===== config.mk =====
export PLATFORM = sky130hd
export DESIGN_NAME = group_membership_table
export DESIGN_NICKNAME = d
export VERILOG_FILES = /design/src/gmt_pkg.sv /design/src/gmt_cell.sv /design/src/group_membership_table.sv
export SDC_FILE = /design/constraint.sdc
export NUM_CORES = 2
export LEC_CHECK = 0
export BUFFER_PORTS_ARGS = -buffer_cell sky130_fd_sc_hd__buf_2
export CORE_ASPECT_RATIO = 0.8
export CORE_UTILIZATION = 60
export CTS_BUF_LIST = sky130_fd_sc_hd__clkbuf_16
export CTS_CLUSTER_SIZE = 40
export DETAILED_ROUTE_END_ITERATION = 7
export GPL_ROUTABILITY_DRIVEN = 0
export GPL_TIMING_DRIVEN = 0
export PLACE_DENSITY = 0.77
export SETUP_SLACK_MARGIN = 0.02
export SLEW_MARGIN = 15
export SYNTH_ARGS = -nofsm -noshare
export SYNTH_HDL_FRONTEND = slang
export SYNTH_HIERARCHICAL = 1
export SYNTH_SLANG_ARGS = --single-unit

===== constraint.sdc =====
create_clock -name clk -period 8.95 [get_ports clk]
set_input_delay 2.2375 -clock clk [delete_from_list [all_inputs] [get_ports clk]]
set_output_delay 2.2375 -clock clk [all_outputs]
set_load 0.02 [all_outputs]

===== src/gmt_pkg.sv =====
package gmt_pkg;

  localparam logic [15:0] GROUP_EMPTY   = 16'h0000;
  localparam logic [15:0] GROUP_ALL     = 16'hFFFF;
  localparam logic [7:0]  ENDPOINT_NONE = 8'hFF;

  localparam logic [2:0] OP_ADD      = 3'd0;
  localparam logic [2:0] OP_REM_PAIR = 3'd1;
  localparam logic [2:0] OP_REM_EP   = 3'd2;
  localparam logic [2:0] OP_REM_GRP  = 3'd3;
  localparam logic [2:0] OP_REM_ALL  = 3'd4;
  localparam logic [2:0] OP_QUERY    = 3'd5;
  localparam logic [2:0] OP_NOP      = 3'd7;

  localparam logic [2:0] ST_SUCCESS   = 3'd0;
  localparam logic [2:0] ST_FAILURE   = 3'd1;
  localparam logic [2:0] ST_DUPLICATE = 3'd2;
  localparam logic [2:0] ST_NO_SPACE  = 3'd3;
  localparam logic [2:0] ST_INVALID   = 3'd4;
  localparam logic [2:0] ST_NOT_FOUND = 3'd5;

  localparam logic [0:0] CFG_GROUP_MIN = 1'd0;
  localparam logic [0:0] CFG_GROUP_MAX = 1'd1;

  typedef struct packed {
    logic [2:0]  mode;
    logic [15:0] grp_id;
    logic [7:0]  endpoint_id;
  } in_word_t;

  typedef struct packed {
    logic [2:0] status;
    logic       is_member;
    logic [4:0] free_entries;
  } out_word_t;

  typedef struct packed {
    logic [2:0]  op;
    logic [15:0] grp_id;
    logic [7:0]  endpoint_id;
  } cmd_t;

  typedef struct packed {
    logic dup;
    logic hit;
    logic member;
    logic empty_found;
  } scan_flags_t;

endpackage


===== src/gmt_cell.sv =====
module gmt_cell
  import gmt_pkg::*;
#(
  parameter int IDX_W    = 4,
  parameter int CNT_W    = 5,
  parameter int CELL_IDX = 0
) (
  input  logic              clk,
  input  logic              rst_n,
  input  cmd_t              cmd,
  input  logic              wr_en,
  input  logic [IDX_W-1:0]  wr_idx,
  input  logic              token_in,
  input  scan_flags_t       flags_in,
  input  logic [IDX_W-1:0]  eidx_in,
  input  logic [CNT_W-1:0]  cnt_in,
  output logic              token_out_r,
  output scan_flags_t       flags_out_r,
  output logic [IDX_W-1:0]  eidx_out_r,
  output logic [CNT_W-1:0]  cnt_out_r
);

  logic [15:0]       grp_r;
  logic [7:0]        ep_r;
  logic              occ;
  logic              geq;
  logic              epeq;
  logic              pair;
  logic              clr;
  logic              empty_after;
  scan_flags_t       flags_nxt;
  logic [IDX_W-1:0]  eidx_nxt;

  assign occ  = (grp_r != GROUP_EMPTY);
  assign geq  = (grp_r == cmd.grp_id);
  assign epeq = (ep_r == cmd.endpoint_id);
  assign pair = occ && geq && epeq;

  always_comb begin
    clr       = 1'b0;
    flags_nxt = flags_in;
    eidx_nxt  = eidx_in;
    case (cmd.op)
      OP_ADD: begin
        if (pair) flags_nxt.dup = 1'b1;
        if (!occ && !flags_in.empty_found) begin
          flags_nxt.empty_found = 1'b1;
          eidx_nxt              = IDX_W'(CELL_IDX);
        end
      end
      OP_REM_PAIR: begin
        if (pair && !flags_in.hit) begin
          clr           = 1'b1;
          flags_nxt.hit = 1'b1;
        end
      end
      OP_REM_EP: begin
        if (occ && epeq) begin
          clr           = 1'b1;
          flags_nxt.hit = 1'b1;
        end
      end
      OP_REM_GRP: begin
        if (occ && geq) begin
          clr           = 1'b1;
          flags_nxt.hit = 1'b1;
        end
      end
      OP_REM_ALL: begin
        clr           = 1'b1;
        flags_nxt.hit = 1'b1;
      end
      OP_QUERY: begin
        if (pair) flags_nxt.member = 1'b1;
      end
      default: begin
      end
    endcase
    empty_after = clr || !occ;
  end

  always_ff @(posedge clk) begin
    if (!rst_n) begin
      grp_r       <= GROUP_EMPTY;
      ep_r        <= ENDPOINT_NONE;
      token_out_r <= 1'b0;
    end else begin
      token_out_r <= token_in;
      if (token_in && clr) begin
        grp_r <= GROUP_EMPTY;
        ep_r  <= ENDPOINT_NONE;
      end else if (wr_en && (wr_idx == IDX_W'(CELL_IDX))) begin
        grp_r <= cmd.grp_id;
        ep_r  <= cmd.endpoint_id;
      end
    end
  end

  always_ff @(posedge clk) begin
    flags_out_r <= flags_nxt;
    eidx_out_r  <= eidx_nxt;
    cnt_out_r   <= cnt_in + CNT_W'(empty_after);
  end

endmodule


===== src/group_membership_table.sv =====
// Group membership table: TABLE_ENTRIES (group id, endpoint id) pairs.
// Input channel in_valid/in_stall/in_word carries one command word (mode,
// group id, endpoint id); output channel out_valid/out_stall/out_word gives
// one result word per command (status, membership, free entry count).
// cfg_we/cfg_index/cfg_data write group_min (index 0) and group_max (index 1)
// and must only be written while the table is idle; the block itself does not enforce it.
// Each entry lives in its own cell; a token carrying the scan flags walks the
// row of cells, one cell a cycle, so every command costs one pass of the row.
// A taken command passes start_r, the cell row and res_r, and its result is then loaded
// into out_word_r and shown on out_valid; in_stall drops in that same cycle, so the
// next command can be taken as that result appears. A new command is not taken until
// the previous one's result has left res_r for the output register.
// An add writes its chosen entry at the end of the pass.
// Reset empties every entry (group 0, endpoint 255), restores group_min to 1
// and group_max to 65527 and drops any pending result.
// While out_stall is high a finished result is held in the output register;
// one further command is still taken and scanned, and its result then waits
// with the input stalled until the held word has been delivered.
module group_membership_table
  import gmt_pkg::*;
#(
  parameter int TABLE_ENTRIES = 16
) (
  input  logic        clk,
  input  logic        rst_n,
  input  logic        in_valid,
  output logic        in_stall,
  input  in_word_t    in_word,
  output logic        out_valid,
  input  logic        out_stall,
  output out_word_t   out_word,
  input  logic        cfg_we,
  input  logic [0:0]  cfg_index,
  input  logic [15:0] cfg_data
);

  localparam int IDX_W = (TABLE_ENTRIES > 1) ? $clog2(TABLE_ENTRIES) : 1;
  localparam int CNT_W = $clog2(TABLE_ENTRIES + 1);

  localparam logic [1:0] S_IDLE = 2'd0;
  localparam logic [1:0] S_SCAN = 2'd1;
  localparam logic [1:0] S_HOLD = 2'd2;

  logic [1:0]   state_r, state_nxt;
  logic [15:0]  group_min_r;
  logic [15:0]  group_max_r;
  cmd_t         cmd_r, cmd_nxt;
  logic [2:0]   pre_status_r, pre_status_nxt;
  logic         gall_r;
  logic         start_r;
  out_word_t    res_r, res_nxt;
  out_word_t    out_word_r;
  logic         out_valid_r;

  logic         accept;
  logic         in_range;
  logic         scan_end;
  logic         wr_en;
  logic         out_free;
  logic [31:0]  free32;

  logic              tok   [TABLE_ENTRIES+1];
  scan_flags_t       flags [TABLE_ENTRIES+1];
  logic [IDX_W-1:0]  eidx  [TABLE_ENTRIES+1];
  logic [CNT_W-1:0]  cnt   [TABLE_ENTRIES+1];

  assign in_stall  = (state_r != S_IDLE);
  assign accept    = in_valid && !in_stall;
  assign out_valid = out_valid_r;
  assign out_word  = out_word_r;
  assign out_free  = !out_valid_r || !out_stall;

  assign in_range = (in_word.grp_id >= group_min_r) && (in_word.grp_id <= group_max_r);

  always_comb begin
    cmd_nxt.grp_id      = in_word.grp_id;
    cmd_nxt.endpoint_id = in_word.endpoint_id;
    cmd_nxt.op          = OP_NOP;
    pre_status_nxt      = ST_INVALID;
    unique case (in_word.mode) inside
      OP_ADD: begin
        pre_status_nxt = ST_FAILURE;
        if (in_word.grp_id != GROUP_ALL && in_word.grp_id != GROUP_EMPTY && in_range)
          cmd_nxt.op = OP_ADD;
      end
      OP_REM_PAIR, OP_REM_GRP: begin
        if (in_range) cmd_nxt.op = in_word.mode;
      end
      OP_REM_EP, OP_REM_ALL: begin
        cmd_nxt.op = in_word.mode;
      end
      OP_QUERY: begin
        pre_status_nxt = ST_SUCCESS;
        if (in_word.grp_id == GROUP_ALL || in_range) cmd_nxt.op = OP_QUERY;
      end
      default: begin
      end
    endcase
  end

  // cell row
  assign tok[0]   = start_r;
  assign flags[0] = '0;
  assign eidx[0]  = '0;
  assign cnt[0]   = '0;

  for (genvar i = 0; i < TABLE_ENTRIES; i++) begin : g_cell
    gmt_cell #(
      .IDX_W    (IDX_W),
      .CNT_W    (CNT_W),
      .CELL_IDX (i)
    ) u_cell (
      .clk         (clk),
      .rst_n       (rst_n),
      .cmd         (cmd_r),
      .wr_en       (wr_en),
      .wr_idx      (eidx[TABLE_ENTRIES]),
      .token_in    (tok[i]),
      .flags_in    (flags[i]),
      .eidx_in     (eidx[i]),
      .cnt_in      (cnt[i]),
      .token_out_r (tok[i+1]),
      .flags_out_r (flags[i+1]),
      .eidx_out_r  (eidx[i+1]),
      .cnt_out_r   (cnt[i+1])
    );
  end

  assign scan_end = (state_r == S_SCAN) && tok[TABLE_ENTRIES];
  assign wr_en    = scan_end && (cmd_r.op == OP_ADD) && !flags[TABLE_ENTRIES].dup &&
                    flags[TABLE_ENTRIES].empty_found;
  assign free32   = 32'(cnt[TABLE_ENTRIES]) - 32'(wr_en);

  always_comb begin
    res_nxt.free_entries = free32[4:0];
    res_nxt.is_member    = 1'b0;
    res_nxt.status       = ST_SUCCESS;
    unique case (cmd_r.op) inside
      OP_ADD: begin
        if (flags[TABLE_ENTRIES].dup)               res_nxt.status = ST_DUPLICATE;
        else if (!flags[TABLE_ENTRIES].empty_found) res_nxt.status = ST_NO_SPACE;
      end
      OP_REM_PAIR, OP_REM_EP, OP_REM_GRP, OP_REM_ALL: begin
        if (!flags[TABLE_ENTRIES].hit) res_nxt.status = ST_NOT_FOUND;
      end
      OP_QUERY: begin
        res_nxt.is_member = gall_r || flags[TABLE_ENTRIES].member;
      end
      default: begin
        res_nxt.status = pre_status_r;
      end
    endcase
  end

  always_comb begin
    state_nxt = state_r;
    unique case (state_r)
      S_IDLE: if (accept) state_nxt = S_SCAN;
      S_SCAN: if (scan_end) state_nxt = S_HOLD;
      S_HOLD: if (out_free) state_nxt = S_IDLE;
      default: state_nxt = S_IDLE;
    endcase
  end

  always_ff @(posedge clk) begin
    if (!rst_n) begin
      state_r     <= S_IDLE;
      start_r     <= 1'b0;
      out_valid_r <= 1'b0;
      group_min_r <= 16'd1;
      group_max_r <= 16'd65527;
    end else begin
      state_r <= state_nxt;
      start_r <= accept;
      if (state_r == S_HOLD && out_free) out_valid_r <= 1'b1;
      else if (!out_stall)               out_valid_r <= 1'b0;
      if (cfg_we) begin
        unique case (cfg_index)
          CFG_GROUP_MIN: group_min_r <= cfg_data;
          CFG_GROUP_MAX: group_max_r <= cfg_data;
          default: begin
          end
        endcase
      end
    end
  end

  always_ff @(posedge clk) begin
    if (accept) begin
      cmd_r        <= cmd_nxt;
      pre_status_r <= pre_status_nxt;
      gall_r       <= (in_word.grp_id == GROUP_ALL);
    end
    if (scan_end) res_r <= res_nxt;
    if (state_r == S_HOLD && out_free) out_word_r <= res_r;
  end

endmodule


=== Yosys cells after proc, flatten, opt, wreduce, memory -nomap -nowiden ===
Cells that the tools add are included.

* Register bits: 685
* Bits in latches: 0
* RAM bits: 0
* ROM bits: 0
* Bits of input ports: 49
* Output and inout port bits: 11
* Word-level logic and storage cells: 735
* Memories kept: 0

* $add $sub $neg: 16
* $mul: 0
* Divide/modulo/power cells: 0
* Order comparisons: 2
* Equal/unequal tests: 65
* Shift operators: 0
* Mux-type cells: 259
* Bitwise logic cells: 2
* Reduce and logical (&&, ||, !) cells: 232

{| class="wikitable"
|+ Operator list
! operator !! number
|-
| $reduce_bool 16->1 || 17
|-
| $eq 16x16->1 || 16
|-
| $mux 1 || 187
|-
| $eq 8x8->1 || 16
|-
| $pmux 1 s4 || 31
|-
| $logic_and 1x1->1 || 119
|-
| $mux 4 || 28
|-
| $add 5x1->5 || 14
|-
| $logic_not 1->1 || 50
|-
| $reduce_or 2->1 || 18
|-
| $eq 4x4->1 const B || 8
|-
| $logic_or 1x1->1 || 19
|-
| $eq 16x16->1 const B || 1
|-
| $eq 4x3->1 const B || 4
|-
| $ge 16x16->1 || 1
|-
| $le 16x16->1 || 1
|-
| $ne 16x16->1 const B || 1
|-
| $eq 3x2->1 const B || 4
|-
| $eq 3x3->1 const B || 4
|-
| $mux 3 || 4
|-
| $pmux 3 s4 || 1
|-
| $mux 2 || 5
|-
| $pmux 3 s3 || 1
|-
| $eq 4x2->1 const B || 2
|-
| 18 further kinds || 24
|}

=== Depth between registers and ports, before layout ===
* Depth in word-level cells: 8
* Mapped depth: 10
* Mapped depth without buffers: 9

=== By module ===
Netlist, hierarchy kept.

{| class="wikitable"
|+ Modules (own cells, without submodules)
! module !! times used !! cells an instance !! area an instance (µm²) !! sequential area each (µm²)
|-
| gmt_cell at g_cell[10].u_cell ... || 5 || 198 || 2170.8 || 760.7
|-
| gmt_cell at g_cell[4].u_cell ... || 2 || 198 || 2177.1 || 760.7
|-
| gmt_cell at g_cell[1].u_cell ... || 2 || 199 || 2174.6 || 760.7
|-
| gmt_cell at g_cell[11].u_cell ... || 2 || 197 || 2030.7 || 760.7
|-
| group_membership_table || 1 || 358 || 3849.9 || 2162.1
|-
| gmt_cell at g_cell[0].u_cell || 1 || 199 || 2175.8 || 760.7
|-
| gmt_cell at g_cell[14].u_cell || 1 || 198 || 2168.3 || 760.7
|-
| gmt_cell at g_cell[13].u_cell || 1 || 211 || 2094.5 || 760.7
|-
| gmt_cell at g_cell[15].u_cell || 1 || 197 || 2029.4 || 760.7
|-
| gmt_cell at g_cell[3].u_cell || 1 || 197 || 2028.2 || 760.7
|}

=== Worst setup path after synthesis ===
No wires, ideal clock.

* Path kind: input port to flip-flop
* Start: input port in_valid
* End: register cmd_r[0] (netlist bit) (enable)
* Library setup time: 0.418 ns
* Arrival: 3.573 ns
* Data required time: 8.532 ns
* Path slack: 4.959 ns
* Cell stages on the path: 2
* Path buffers: 0
* Cells stage by stage: inv_1 nor2_1

* Cells in the longest elaborated chain, start to end: 1

{| class="wikitable"
|+ RTL lines
! what !! RTL line !! source
|-
| start, declared || group_membership_table.sv:26 || <nowiki>input logic in_valid,</nowiki>
|-
| $logic_and 1x1->1 || group_membership_table.sv:68 || <nowiki>assign accept = in_valid && !in_stall;</nowiki>
|-
| via accept || group_membership_table.sv:55 || <nowiki>logic accept;</nowiki>
|-
| end signal, assigned || group_membership_table.sv:190 || <nowiki>cmd_r <= cmd_nxt;</nowiki>
|-
| end, declared || group_membership_table.sv:47 || <nowiki>cmd_t cmd_r, cmd_nxt;</nowiki>
|}

The timed path passes the listed nets, and every way through them passes these cells.
A chain may end at the register's enable or synchronous reset.

=== Worst setup path after layout ===
* Start: register cmd_r[24] (netlist bit)
* End: register g_cell[4].u_cell.ep_r[7]

* Cells in the longest elaborated chain, start to end: 5
* Elaborated cells on any way between the ends: 12
* Those cells by class: eq/ne (4); mux (1); reduce/logical (7)

{| class="wikitable"
|+ RTL lines
! what !! RTL line !! source
|-
| $logic_not 3->1 || group_membership_table.sv:130 || <nowiki>assign wr_en = scan_end && (cmd_r.op == OP_ADD) && !flags[TABLE_ENTRIES].dup &&</nowiki>
|-
| $logic_and 1x1->1 (3 in a row) || group_membership_table.sv:130 ||
|-
| via wr_en || group_membership_table.sv:58 || <nowiki>logic wr_en;</nowiki>
|-
| $logic_and 1x1->1 || gmt_cell.sv:92 || <nowiki>end else if (wr_en && (wr_idx == IDX_W'(CELL_IDX))) begin</nowiki>
|-
| end signal, assigned || gmt_cell.sv:94 || <nowiki>ep_r <= cmd.endpoint_id;</nowiki>
|-
| end, declared || gmt_cell.sv:24 || <nowiki>logic [7:0] ep_r;</nowiki>
|}

The timed path passes the listed nets, and every way through them passes these cells.

==> summary.md <==
| Metric | Value |
|---|---|
| Buf+Inv Stages, Crit Path | 2 |
| Average size of a mapped cell | around 11 um2 |
| Worst Setup SP | cmd_r[24] |
| Min-Delay Path Class | flop to flop |
| Initial antenna violation count | 1 |
| Synthesized netlist cell count | around 3.5k |
| H-tree lvl count | 3 |
| Drt wl/cell | 21.72 um |
| Antenna cells | 0 |
| Tcrit/Tclk final | just under 50% |
| Final Hold Vio Count | 0 |
| DRC viols | 0 |
| Post-route ant nets | 0 |
| EDFF count, synth | 48 |
| Ys async rst share | 0% |
| WS Path Type | flop to flop |
| Final setup violation count | 0 |
| Worst Setup End Kind | flop |
| CTS Root Cell | clkbuf_16 |
| #FFs+latches synth | approximately 700 |
| Setup WS post-layout | between 4 and 5 ns |
| Most common cell after layout, fill and taps aside | dfxtp_1 |
| Clk Latency, worst-skew pair | between 0.6 and 0.7 ns |
| DIE AREA | roughly 0.064 mm2 |
| Fraction of layout cells with a size suffix above 1 | 20.75% |
| Final Skew | ~0.018 ns |
| # fillers | roughly 4.7k |
| Pleak | about 17 nW |
| Seq/Total Area, Yosys | approximately 38% |
| Layout Utilization | 68.81% |
| Max-cap violations | 0 |
| Post-DP Area | ~0.041 mm2 |
| Minimum clock period | ~4.3 ns |
| Clock slew at reported path FFs | roughly 0.060 ns |
| HPWL Detailed | a little over 70000 um |
| Detailed Route WL | 101200 um |
| Worst vdd ir | 0.0002062 V |
| Starting Density | about three fifths |
| Initial DRC count | 2294 |
| Die width | about 280 um |
| Via count | just under 30k |
| R2R depth | 9 |
| Area grow syn2layout | 13.44% |
| RSZ-0062 raised after global routing | no |
| Post-CTS setup repair buffer count | 0 |
| Mapped Area | ~0.038 mm2 |
| Total GRT Usage | 30.42% |
| Commonest non-fill, non-tap cells in the layout | dfxtp_1 (644), nand2b_1 (405), xor2_1 (282) |
| Total negative slack | 0 ns |
| Post-cts sizing count | 0 |
| Mean number of vias per cell | ~6.2 |
| CTS Buf Count | 71 |
| Reg2reg start | cmd_r[24] |
| Core area | approximately 0.063 mm2 |
| WP data required | ~9.4 ns |
| Worst Path Arrival | 4.84 ns |
| Hold path cells | 1 |
| Crit path max-delay family | simple AND/OR/NAND/NOR gates |
| Hold buffer count at CTS | 0 |
| Final #Nets | just under 4k |
| Post-synth cell types | slightly above 70 |
| 1st-pass router iterations | 7 |
| Reg2reg setup slack | around 4.6 ns |
| Reg-to-Reg End | g_cell[4].u_cell/ep_r[7] |
| Design Area, Final | approximately 0.043 mm2 |
| Number of global-route vias before repair | roughly 27k |
| Row Count | 82 |
| Ys flop type | dfxtp_1 |
| Slew headroom | about a fifth |
| Nature of the critical path startpoint | flop |
| IO Count | 60 |
| Hold Startpoint | g_cell[1].u_cell/eidx_out_r[1] |
| # clock sinks | about 690 |
| CP cell instances | buf_16, nor2_1, and4b_1, nand2_1, nor4_2, buf_4, mux2_2, nand2b_1, o32a_1 |
| Total grt overflow | 0 |
| Slew @ Worst Pin | around 1.2 ns |
| P per Cell Area | around 190 mW/mm2 |
| Syn. warnings | 6 |
| FMAX | between 200 and 250 MHz |
| Critical-path maximum fanout | 22 |
| Largest net degree at the start of global routing | 60 |
| Pre-CTS setup slack | around 4.6 ns |
| Critical path's largest stage delay | ~1.0 ns |
| Slowest CP cell | and4b_1 |
| CTS tree | done |
| Slew Limit Fails | 0 |
| WHS Endpoint | g_cell[2].u_cell/eidx_out_r[1] |
| Status | complete, no violations |
| # port buffers | between 50 and 60 |
| First-pass GRT wire length | approximately 160000 um |
| Die H | approximately 230 um |
| CTS max path bufs | 3 |
## sequential cells by signal, summed over array words and instances (netlist names)
name / cells
group_min_r: 16
g_cell.u_cell/ep_r: 128
g_cell.u_cell/token_out_r: 16
pre_status_r: 2
out_word: 9
g_cell.u_cell/grp_r: 256
g_cell.u_cell/cnt_out_r: 80
group_max_r: 16
cmd_r: 27
state_r: 2
start_r: 1
res_r: 9
out_valid: 1
g_cell.u_cell/eidx_out_r: 64
gall_r: 1
g_cell.u_cell/flags_out_r: 64
## metrics by stage
step / total power [W] / cells / hold WS (ns)
after global routing: 0.008369 / 4661 / 0.4147
final: 0.008053 / 4661 / 0.4017
after detailed placement: 0.005079 / 4532 / 0.3946
after global placement: 0.004977 / 4455 / 0.3930
after CTS: 0.008076 / 4661 / 0.4034
after floorplan: 0.004585 / 3556 / 0.3819
## cell families after synthesis
kind of cell               share of synthesized area (%)
AOI/OAI and AO/OA                                  15.93
xor gates and xnor gates                           10.06
adders and majority gates                          2.175
buffers and inverters                              4.350
DFF                                                37.75
muxes                                              10.60
other                                           0.009877
and+or+nand+nor                                    19.12
## worst max-delay path by stage
stage / end / cells after the start
6_report: g_cell[4].u_cell/ep_r[7] / 9
5_1_grt: g_cell[4].u_cell/grp_r[12] / 10
4_1_cts: g_cell[4].u_cell/grp_r[9] / 10
3_5_place_dp: cmd_r[25] / 8
3_3_place_gp: g_cell[11].u_cell/grp_r[12] / 8
2_1_floorplan: cmd_r[0] / 2
## power breakdown
group	internal [W]	total (W)	switching, W
combinational	0.000585	0.00128	0.000698
clock	0.00172	0.00300	0.00128
sequential	0.00348	0.00377	0.000290
## cells in the mapped netlist, types with 17 or more instances
master | instances | area (um2)
a21o_1 | 18 | 135.1
and2_1 | 20 | 125.1
and4_1 | 32 | 280.3
buf_2 | 39 | 195.2
buf_6 | 42 | 473.0
clkbuf_1 | 67 | 251.5
dfxtp_1 | 644 | 12890
edfxtp_1 | 48 | 1441
ha_1 | 66 | 825.8
inv_1 | 85 | 319.1
mux2_2 | 136 | 1531
mux2i_1 | 249 | 2492
nand2_1 | 111 | 416.7
nand2b_1 | 405 | 2534
nand3_1 | 55 | 275.3
nand4_1 | 62 | 387.9
nor2_1 | 33 | 123.9
nor2b_1 | 66 | 412.9
nor3_1 | 65 | 325.3
nor4_1 | 152 | 950.9
nor4_2 | 19 | 237.7
o211ai_1 | 24 | 180.2
o31ai_1 | 17 | 127.6
o32a_1 | 88 | 880.8
o41a_1 | 32 | 360.4
o41ai_1 | 64 | 560.5
o41ai_2 | 176 | 2863
or2_2 | 48 | 300.3
or4_1 | 20 | 150.1
xnor2_1 | 154 | 1349
xor2_1 | 282 | 2470
## layer usage
layer	vias up	share of wire [%]	wire (um)	GRT usage, %
li1	13704	-	-	-
met1	14025	46	46330	42.16
met2	916	44	44850	47.84
met3	199	6.7	6739	5.230
met4	0	3.3	3311	10.71
met5	-	0	0	0
## layout make-up
type	count	area, um2	area share (%)
Clock inverter	54	440.4	1.023
Clock buffer	75	1877	4.358
Multi-Input combinational cell	2584	22050	51.21
Inverter	85	319.1	0.7408
Timing Repair Buffer	136	1659	3.852
Tap cell	840	1051	2.440
Buffer	195	1333	3.094
Sequential cell	692	14330	33.28
(Power assumes the default switching activity.)
